==> src/design/gbcd_pkg.sv <==
// ----------------------------------------------------------------------------
// gbcd_pkg
// Shared types and constants for the greedy bounded change dispenser.
// ----------------------------------------------------------------------------
`default_nettype none

package gbcd_pkg;

  localparam int ENTRIES = 16;
  localparam int IDX_W   = $clog2(ENTRIES);
  localparam int CNT_W   = $clog2(ENTRIES + 1);
  localparam int VAL_W   = 16;

  typedef enum logic [1:0] {
    OP_CLEAR    = 2'd0,
    OP_ADD      = 2'd1,
    OP_DISPENSE = 2'd2,
    OP_UNUSED   = 2'd3
  } opcode_t;

  typedef enum logic [2:0] {
    ST_LINE    = 3'd0,
    ST_NOTHING = 3'd1,
    ST_FAIL    = 3'd2,
    ST_ACCEPT  = 3'd3,
    ST_REJECT  = 3'd4
  } status_t;

  // Sequencer states of the top level.
  typedef enum logic [3:0] {
    S_IDLE, S_DECODE, S_SORT_RD, S_SORT_CMP, S_SORT_PUT, S_DIV_RD, S_DIV_GO,
    S_DIV_WAIT, S_CHECK, S_EMIT_RD, S_EMIT, S_ONE
  } state_t;

  // Divider handshake between sequencer and shared divide unit.
  typedef struct packed {
    logic             start;
    logic [VAL_W-1:0] dividend;
    logic [VAL_W-1:0] divisor;
  } div_req_t;

  typedef struct packed {
    logic             done;
    logic [VAL_W-1:0] quotient;
  } div_rsp_t;

endpackage

`default_nettype wire

==> src/design/gbcd_div.sv <==
// ----------------------------------------------------------------------------
// gbcd_div
// Restoring divider, one quotient bit per cycle; the quotient is ready when
// done is raised after start.
// ----------------------------------------------------------------------------
`default_nettype none

module gbcd_div (
  input  wire logic              clk,
  input  wire logic              rst,
  input  gbcd_pkg::div_req_t     req,
  output gbcd_pkg::div_rsp_t     rsp
);

  localparam int W = gbcd_pkg::VAL_W;

  logic           busy;
  logic [4:0]     step;
  logic [W-1:0]   quo;
  logic [W:0]     rem;
  logic [W-1:0]   dvs;
  logic [W:0]     trial;
  logic           done;

  assign trial = {rem[W-1:0], quo[W-1]} - {1'b0, dvs};

  // Shift in one dividend bit per cycle and try the subtract.
  always_ff @(posedge clk) begin
    if (rst) begin
      busy <= 1'b0;
      done <= 1'b0;
      step <= '0;
    end else begin
      done <= 1'b0;
      if (req.start) begin
        busy <= 1'b1;
        step <= '0;
      end else if (busy) begin
        step <= step + 5'd1;
        if (step == 5'(W - 1)) begin
          busy <= 1'b0;
          done <= 1'b1;
        end
      end
    end
  end

  always_ff @(posedge clk) begin
    if (req.start) begin
      quo <= req.dividend;
      rem <= '0;
      dvs <= req.divisor;
    end else if (busy) begin
      if (!trial[W]) begin
        rem <= trial;
        quo <= {quo[W-2:0], 1'b1};
      end else begin
        rem <= {rem[W-1:0], quo[W-1]};
        quo <= {quo[W-2:0], 1'b0};
      end
    end
  end

  assign rsp.done     = done;
  assign rsp.quotient = quo;

`ifndef NO_ASSERTIONS
  a_done_after_busy: assert property (@(posedge clk) disable iff (rst)
    rsp.done |-> $past(busy)) else $error("divider done without work");
  a_no_restart: assert property (@(posedge clk) disable iff (rst)
    busy && !rsp.done |=> busy || rsp.done) else $error("divider dropped busy");
  a_done_pulse: assert property (@(posedge clk) disable iff (rst)
    rsp.done |=> !rsp.done) else $error("divider done held");
`endif

endmodule

`default_nettype wire

==> src/design/greedy_bounded_change_dispenser.sv <==
// Clear/add/reject go through S_DECODE and then S_ONE to the result register.
// A dispense request takes an insertion sort (up to ENTRIES*(ENTRIES-1)/2
// compares, plus a read per entry) and one serial division step per entry on
// the shared divider before the first line; each dispense line then waits on
// the output.
// Throughput: one item at a time; tready is low while an item is in work.
// Reset: synchronous; clears the entry count and control; table contents stay.
// ----------------------------------------------------------------------------
// greedy_bounded_change_dispenser
// Wallet table with a greedy change maker driven by a shared serial divider.
// ----------------------------------------------------------------------------
`default_nettype none

module greedy_bounded_change_dispenser (
  input  wire logic        clk,
  input  wire logic        rst,
  input  wire logic        s_tvalid,
  output logic             s_tready,
  input  wire logic [55:0] s_tdata,   // opcode[1:0], denomination[17:2], available[33:18], amount[49:34]
  output logic             m_tvalid,
  input  wire logic        m_tready,
  output logic [39:0]      m_tdata,   // status[2:0], out_denomination[18:3], quantity[34:19]
  output logic             m_tlast
);

  localparam int N  = gbcd_pkg::ENTRIES;
  localparam int IW = gbcd_pkg::IDX_W;
  localparam int CW = gbcd_pkg::CNT_W;
  localparam int W  = gbcd_pkg::VAL_W;

  // Table memories and sorted order.
  logic [W-1:0]  wal_val [N];
  logic [W-1:0]  wal_cnt [N];
  logic [W-1:0]  taken   [N];
  logic [IW-1:0] order   [N];

  gbcd_pkg::state_t state, state_next;
  logic [CW-1:0]   used;
  logic [CW-1:0]   i, j;
  logic [W-1:0]    rem;
  logic [W-1:0]    amt;
  logic [1:0]      op;
  logic [W-1:0]    in_den, in_cnt;
  logic [W-1:0]    v_val, v_cnt, o_val, o_cnt;
  logic [W-1:0]    d_val, d_cnt;
  logic [CW-1:0]   last_idx;
  logic            any_taken;
  logic [2:0]      out_st;
  logic [W-1:0]    out_den, out_q;
  logic            out_last;
  logic [31:0]     prod;
  logic [W-1:0]    take;
  logic            sort_shift;

  gbcd_pkg::div_req_t dreq;
  gbcd_pkg::div_rsp_t drsp;

  gbcd_div u_div (.clk(clk), .rst(rst), .req(dreq), .rsp(drsp));

  assign s_tready = (state == gbcd_pkg::S_IDLE) && !m_tvalid;
  assign m_tdata  = {5'd0, out_q, out_den, out_st};
  assign m_tlast  = out_last;

  assign dreq.start    = (state == gbcd_pkg::S_DIV_GO);
  assign dreq.dividend = rem;
  assign dreq.divisor  = d_val;

  assign take = (drsp.quotient > d_cnt) ? d_cnt : drsp.quotient;
  assign prod = take * d_val;

  // New entry ranks ahead of the one in the slot above it.
  assign sort_shift = (j != '0) &&
                      (v_val > o_val || (v_val == o_val && v_cnt > o_cnt));

  // Sequencer next state.
  always_comb begin
    state_next = state;
    unique case (state)
      gbcd_pkg::S_IDLE:     if (s_tvalid && s_tready) state_next = gbcd_pkg::S_DECODE;
      gbcd_pkg::S_DECODE:   begin
        if (op == gbcd_pkg::OP_DISPENSE) state_next = gbcd_pkg::S_SORT_RD;
        else state_next = gbcd_pkg::S_ONE;
      end
      gbcd_pkg::S_SORT_RD:
        state_next = (i >= used) ? gbcd_pkg::S_DIV_RD : gbcd_pkg::S_SORT_CMP;
      gbcd_pkg::S_SORT_CMP: state_next = gbcd_pkg::S_SORT_PUT;
      gbcd_pkg::S_SORT_PUT:
        state_next = sort_shift ? gbcd_pkg::S_SORT_CMP : gbcd_pkg::S_SORT_RD;
      gbcd_pkg::S_DIV_RD:
        state_next = (i >= used) ? gbcd_pkg::S_CHECK : gbcd_pkg::S_DIV_GO;
      gbcd_pkg::S_DIV_GO:   state_next = gbcd_pkg::S_DIV_WAIT;
      gbcd_pkg::S_DIV_WAIT: if (drsp.done) state_next = gbcd_pkg::S_DIV_RD;
      gbcd_pkg::S_CHECK:    begin
        if (amt == '0 || rem != '0 || !any_taken) state_next = gbcd_pkg::S_ONE;
        else state_next = gbcd_pkg::S_EMIT_RD;
      end
      gbcd_pkg::S_EMIT_RD:  if (!m_tvalid) state_next = gbcd_pkg::S_EMIT;
      gbcd_pkg::S_EMIT:     begin
        if (!m_tvalid)
          state_next = (i == last_idx) ? gbcd_pkg::S_IDLE : gbcd_pkg::S_EMIT_RD;
      end
      gbcd_pkg::S_ONE:      if (!m_tvalid) state_next = gbcd_pkg::S_IDLE;
      default:              state_next = gbcd_pkg::S_IDLE;
    endcase
  end

  always_ff @(posedge clk) begin
    if (rst) state <= gbcd_pkg::S_IDLE;
    else state <= state_next;
  end

  // Control, datapath and output register.
  always_ff @(posedge clk) begin
    if (rst) begin
      used     <= '0;
      m_tvalid <= 1'b0;
    end else begin
      if (m_tvalid && m_tready) m_tvalid <= 1'b0;
      unique case (state)
        gbcd_pkg::S_IDLE: if (s_tvalid && s_tready) begin
          op     <= s_tdata[1:0];
          in_den <= s_tdata[17:2];
          in_cnt <= s_tdata[33:18];
          amt    <= s_tdata[49:34];
          i      <= '0;
        end
        gbcd_pkg::S_DECODE: begin
          rem       <= amt;
          any_taken <= 1'b0;
          out_den   <= '0;
          out_q     <= '0;
          out_last  <= 1'b1;
          case (op)
            gbcd_pkg::OP_CLEAR: begin
              used <= '0;
              out_st <= gbcd_pkg::ST_ACCEPT;
            end
            gbcd_pkg::OP_ADD: begin
              if (in_den == '0 || used >= CW'(N)) out_st <= gbcd_pkg::ST_REJECT;
              else begin
                wal_val[used[IW-1:0]] <= in_den;
                wal_cnt[used[IW-1:0]] <= in_cnt;
                used   <= used + 1'b1;
                out_st <= gbcd_pkg::ST_ACCEPT;
              end
            end
            default: out_st <= gbcd_pkg::ST_REJECT;
          endcase
        end
        gbcd_pkg::S_SORT_RD: begin
          if (i >= used) i <= '0;
          else begin
            v_val <= wal_val[i[IW-1:0]];
            v_cnt <= wal_cnt[i[IW-1:0]];
            j     <= i;
          end
        end
        gbcd_pkg::S_SORT_CMP: begin
          if (j != '0) begin
            o_val <= wal_val[order[j[IW-1:0] - 1'b1]];
            o_cnt <= wal_cnt[order[j[IW-1:0] - 1'b1]];
          end
        end
        gbcd_pkg::S_SORT_PUT: begin
          // Shift one slot down while the new entry ranks ahead, else place it.
          if (sort_shift) begin
            order[j[IW-1:0]] <= order[j[IW-1:0] - 1'b1];
            j <= j - 1'b1;
          end else begin
            order[j[IW-1:0]] <= i[IW-1:0];
            i <= i + 1'b1;
          end
        end
        gbcd_pkg::S_DIV_RD: begin
          if (i >= used) i <= '0;
          else begin
            d_val <= wal_val[order[i[IW-1:0]]];
            d_cnt <= wal_cnt[order[i[IW-1:0]]];
          end
        end
        gbcd_pkg::S_DIV_WAIT: if (drsp.done) begin
          taken[i[IW-1:0]] <= take;
          rem <= rem - prod[W-1:0];
          if (take != '0) begin
            any_taken <= 1'b1;
            last_idx  <= i;
          end
          i <= i + 1'b1;
        end
        gbcd_pkg::S_CHECK: begin
          if (amt == '0) out_st <= gbcd_pkg::ST_NOTHING;
          else out_st <= gbcd_pkg::ST_FAIL;
        end
        // Hold the previous line until its transfer before loading the next.
        gbcd_pkg::S_EMIT_RD: if (!m_tvalid) begin
          out_den <= wal_val[order[i[IW-1:0]]];
          out_q   <= taken[i[IW-1:0]];
        end
        gbcd_pkg::S_EMIT: if (!m_tvalid) begin
          if (out_q != '0) begin
            out_st   <= gbcd_pkg::ST_LINE;
            out_last <= (i == last_idx);
            m_tvalid <= 1'b1;
          end
          i <= i + 1'b1;
        end
        gbcd_pkg::S_ONE: if (!m_tvalid) begin
          out_den  <= '0;
          out_q    <= '0;
          out_last <= 1'b1;
          m_tvalid <= 1'b1;
        end
        default: ;
      endcase
    end
  end

`ifndef NO_ASSERTIONS
  a_used_bound: assert property (@(posedge clk) disable iff (rst)
    used <= CW'(N)) else $error("entry count overflow");
  a_idle_clean: assert property (@(posedge clk) disable iff (rst)
    s_tvalid && s_tready |=> state == gbcd_pkg::S_DECODE) else $error("accept lost");
  a_line_nonzero: assert property (@(posedge clk) disable iff (rst)
    m_tvalid && out_st == gbcd_pkg::ST_LINE |-> out_q != '0) else $error("empty line");
`endif

endmodule

`default_nettype wire
==> config.mk <==
export PLATFORM = sky130hd
export DESIGN_NAME = greedy_bounded_change_dispenser
export DESIGN_NICKNAME = d
export VERILOG_FILES = /design/src/design/gbcd_pkg.sv /design/src/design/gbcd_div.sv /design/src/design/greedy_bounded_change_dispenser.sv
export SDC_FILE = /design/constraint.sdc
export NUM_CORES = 2
export LEC_CHECK = 0
export BUFFER_PORTS_ARGS = -buffer_cell sky130_fd_sc_hd__buf_2
export CORE_MARGIN = 4
export CORE_UTILIZATION = 50
export CTS_BUF_LIST = sky130_fd_sc_hd__clkbuf_8
export DETAILED_ROUTE_END_ITERATION = 8
export PLACE_DENSITY = 0.76
export SKIP_CTS_REPAIR_TIMING = 1
export SLEW_MARGIN = 20
export SYNTH_ARGS = -nofsm -noshare
export SYNTH_HDL_FRONTEND = slang
export SYNTH_SLANG_ARGS = --single-unit
export TNS_END_PERCENT = 1
==> constraint.sdc <==
create_clock -name clk -period 21.6 [get_ports clk]
set_input_delay 0 -clock clk [delete_from_list [all_inputs] [get_ports clk]]
set_output_delay 0 -clock clk [all_outputs]
set_load 0.01 [all_outputs]
==> run summary <==
status -> complete, no violations
H-tree lvl count -> 4
unrepaired setup endpoints after global routing -> no
Worst Setup EP -> rem[15]
maximum ir drop on the vdd rail -> 0.179 mV
most frequent cells in the layout -> 1078 x edfxtp_1, 530 x mux4_2, 292 x inv_1
Cell Int Power -> 0.00504 W
CTS root buffer -> clkbuf_8
Synth Flop Type -> edfxtp_1
Core ar. -> 115000 sq um
TritonCTS clock tree -> done
Starting Density -> 0.504
Reg clk slew, reported paths -> 0.08 ns
CTS Buf Count -> 176
max-slew violations -> 0
1st-iter DRT viols -> 4227
setup violators final -> 0
async set-or-reset flop fraction in the synthesized netlist -> 0
drt wl/cell -> 26.8 microns
total area of sequential cells -> 33100 sq um
Synth top area share -> 0.561
Multi-input gate area -> 23000 sq um
synthesized area -> 57700 sq um
slowest cell delay on critical path -> 0.76 ns
reg2reg path depth -> 27
Worst setup EP type -> flip-flop
first-pass GRT wire length -> 211 mm
global-route usage over all layers -> 0.237
Seq cells post-synth -> 1115
initial antenna violation count -> 5
cells after synthesis -> 3453
flop2flop setup slack -> 12.80 ns
Row Count -> 124
Crit-path slowest cell -> a31oi_4
# port buffers -> 91
area grow syn2layout -> 11.5%
ANT nets after route -> 0
Via Count -> 33570
DRC viols -> 0
switching share of power -> 0.358
crit-path max FO -> 23
Die W -> 348 microns
CP arrival -> 9.43 ns
relative slew slack -> 0.258
min Tclk post-route -> 8.80 ns
synth top area cells -> edfxtp_1 56%, mux4_2 21%, fa_1 3.4%
total wire length -> 143 mm
number of global-route vias before repair -> 33529
Unique masters post-synth -> 77
clk_lat worst skew -> 0.88 ns
Hold WC Path Type -> in2reg
Setup Skew -> 0.0435 ns
yosys warns -> 0
Die Y -> 348 microns
die area -> 121000 sq um
Mean Syn Cell Area -> 16.7 sq um
Slew @ Worst Pin -> 1.11 ns
reg2reg start -> u_div.quo[13]
Post-synth EDFFs -> 1078
reg2reg end -> rem[15]
number of fill cells -> 8669
layout cells sized above 1 -> 0.275
CP Launch Type -> flip-flop
Fmax achieved -> 114 MHz
Flop pwr share -> 0.341
largest net degree at the start of global routing -> 138
max-cap violation count -> 0
GPL Wtd Cong -> 0.845
Power Total -> 0.00785 W
crit path launch -> u_div.quo[13]
crit path kind -> reg2reg
PD cells -> 122 nW/um^2
Required @ worst endpoint -> 22.23 ns
Lkg Pwr -> 22.4 nW
Tcrit/Tclk final -> 0.407
DRT Pass-1 Iters -> 7
commonest non-fill, non-tap cell in the layout -> edfxtp_1
hpwl dp -> 82.4 mm
nets -> 3985
CTS Buffer Depth -> 3
Fin. Hold Viols -> 0
Combinational Power Share -> 0.439
Seq/Total Area, Yosys -> 0.574
total congestion overflow -> 0
io pins -> 103
clk sinks -> 1115
Yosys top cell by area -> edfxtp_1
Clk pwr share -> 0.220
setup TNS -> 0 ns
P_sw -> 0.00281 W
vias per inst -> 6.27
-- state kept, by name, summed over array words and instances, names as in the netlist, 16 cells and up, named ones only --
signal,count
wal_cnt,256
o_cnt,16
amt,16
d_val,16
d_cnt,16
rem,16
out_q,16
in_cnt,16
wal_val,256
in_den,16
v_cnt,16
u_div.dvs,16
u_div.quo,16
o_val,16
out_den,16
v_val,16
taken,256
u_div.rem,16
order,64
-- layout make-up --
cell class | instances | share of cell area
timing repair buffer | 264 | 0.0324
clock inverter | 140 | 0.0129
tap | 1512 | 0.0294
sequential | 1115 | 0.514
multi-input combinational | 1891 | 0.357
inverter | 243 | 0.0142
antenna | 3 | 0.000117
clock buffer | 183 | 0.0391
-- Yosys cell counts, drive strengths merged (5+ instances only) --
master,number
a21oi,56
nand2b,18
nor4,20
mux4,536
mux2,81
nor2b,22
edfxtp,1078
ha,137
clkbuf,113
o21ai,140
nor2,112
o21a,13
nand4,13
o21bai,5
or2,5
mux2i,83
and2,109
nand3,24
dfxtp,37
and4,5
xnor2,45
a21o,17
a31oi,7
inv,243
nand2,210
xor2,18
or3,5
fa,97
a211oi,11
a221oi,5
nor3,32
buf,95
-- how the worst min path moves through the flow --
stage	cells after the start	start	end
floorplan	0	s_tdata[34]	amt[0]
global placement	1	s_tdata[3]	in_den[1]
detailed placement	1	s_tdata[4]	in_den[2]
CTS	1	s_tdata[21]	in_cnt[3]
global route	3	rst	used[1]
finish	3	rst	used[1]
-- cell families after synthesis --
group	count (synthesis)	share of synthesized area
flops	1115	0.574
mux	700	0.240
simple gates	590	0.0496
buf+inv	451	0.0312
compound gates	295	0.0312
fa+ha+maj	234	0.0633
xor+xnor	67	0.0114
other cells	1	0.0000650
-- power groups by stage --
stage                     Sequential, W  Combinational [W]  Clock, W
after global placement          0.00272            0.00337         0
final                           0.00268            0.00345   0.00173
after detailed placement        0.00272            0.00340         0
after floorplan                 0.00267            0.00258         0
after CTS                       0.00268            0.00342   0.00175
after global routing            0.00269            0.00371   0.00186
-- layer usage --
layer | wire, microns | part of all wire | vias to the layer above | global-route usage
met5 | 13 | 0.000091 | - | 0
met4 | 4650 | 0.032 | 2 | 0.0832
met3 | 14600 | 0.10 | 301 | 0.0508
met2 | 69700 | 0.49 | 1833 | 0.385
met1 | 54400 | 0.38 | 17325 | 0.320
li1 | - | - | 14109 | -
-- stage by stage --
stage	utilization	hold WS, ns	std cells	worst slack, ns	instance area (sq um)
finish	0.562	0.264	5351	12.80	64400
global route	0.562	0.253	5349	12.32	64400
CTS	0.553	-0.797	5243	12.87	63300
detailed placement	0.524	0.178	4920	12.89	60000
global placement	0.524	0.176	4920	12.89	60000
floorplan	-	0.0989	3457	13.92	57700
-- critical path: cells and delay by family, from the launching register on --
family | cells | cell delay (ns)
flip-flops | 1 | 0.48
adder cells (fa/ha/maj) | 7 | 2.87
AO/OA/AOI/OAI | 3 | 1.09
buffers and inverters | 4 | 0.74
XOR/XNOR | 9 | 1.88
multiplexers | 1 | 0.67
AND/OR/NAND/NOR | 3 | 0.83
(Power assumes the default switching activity.)
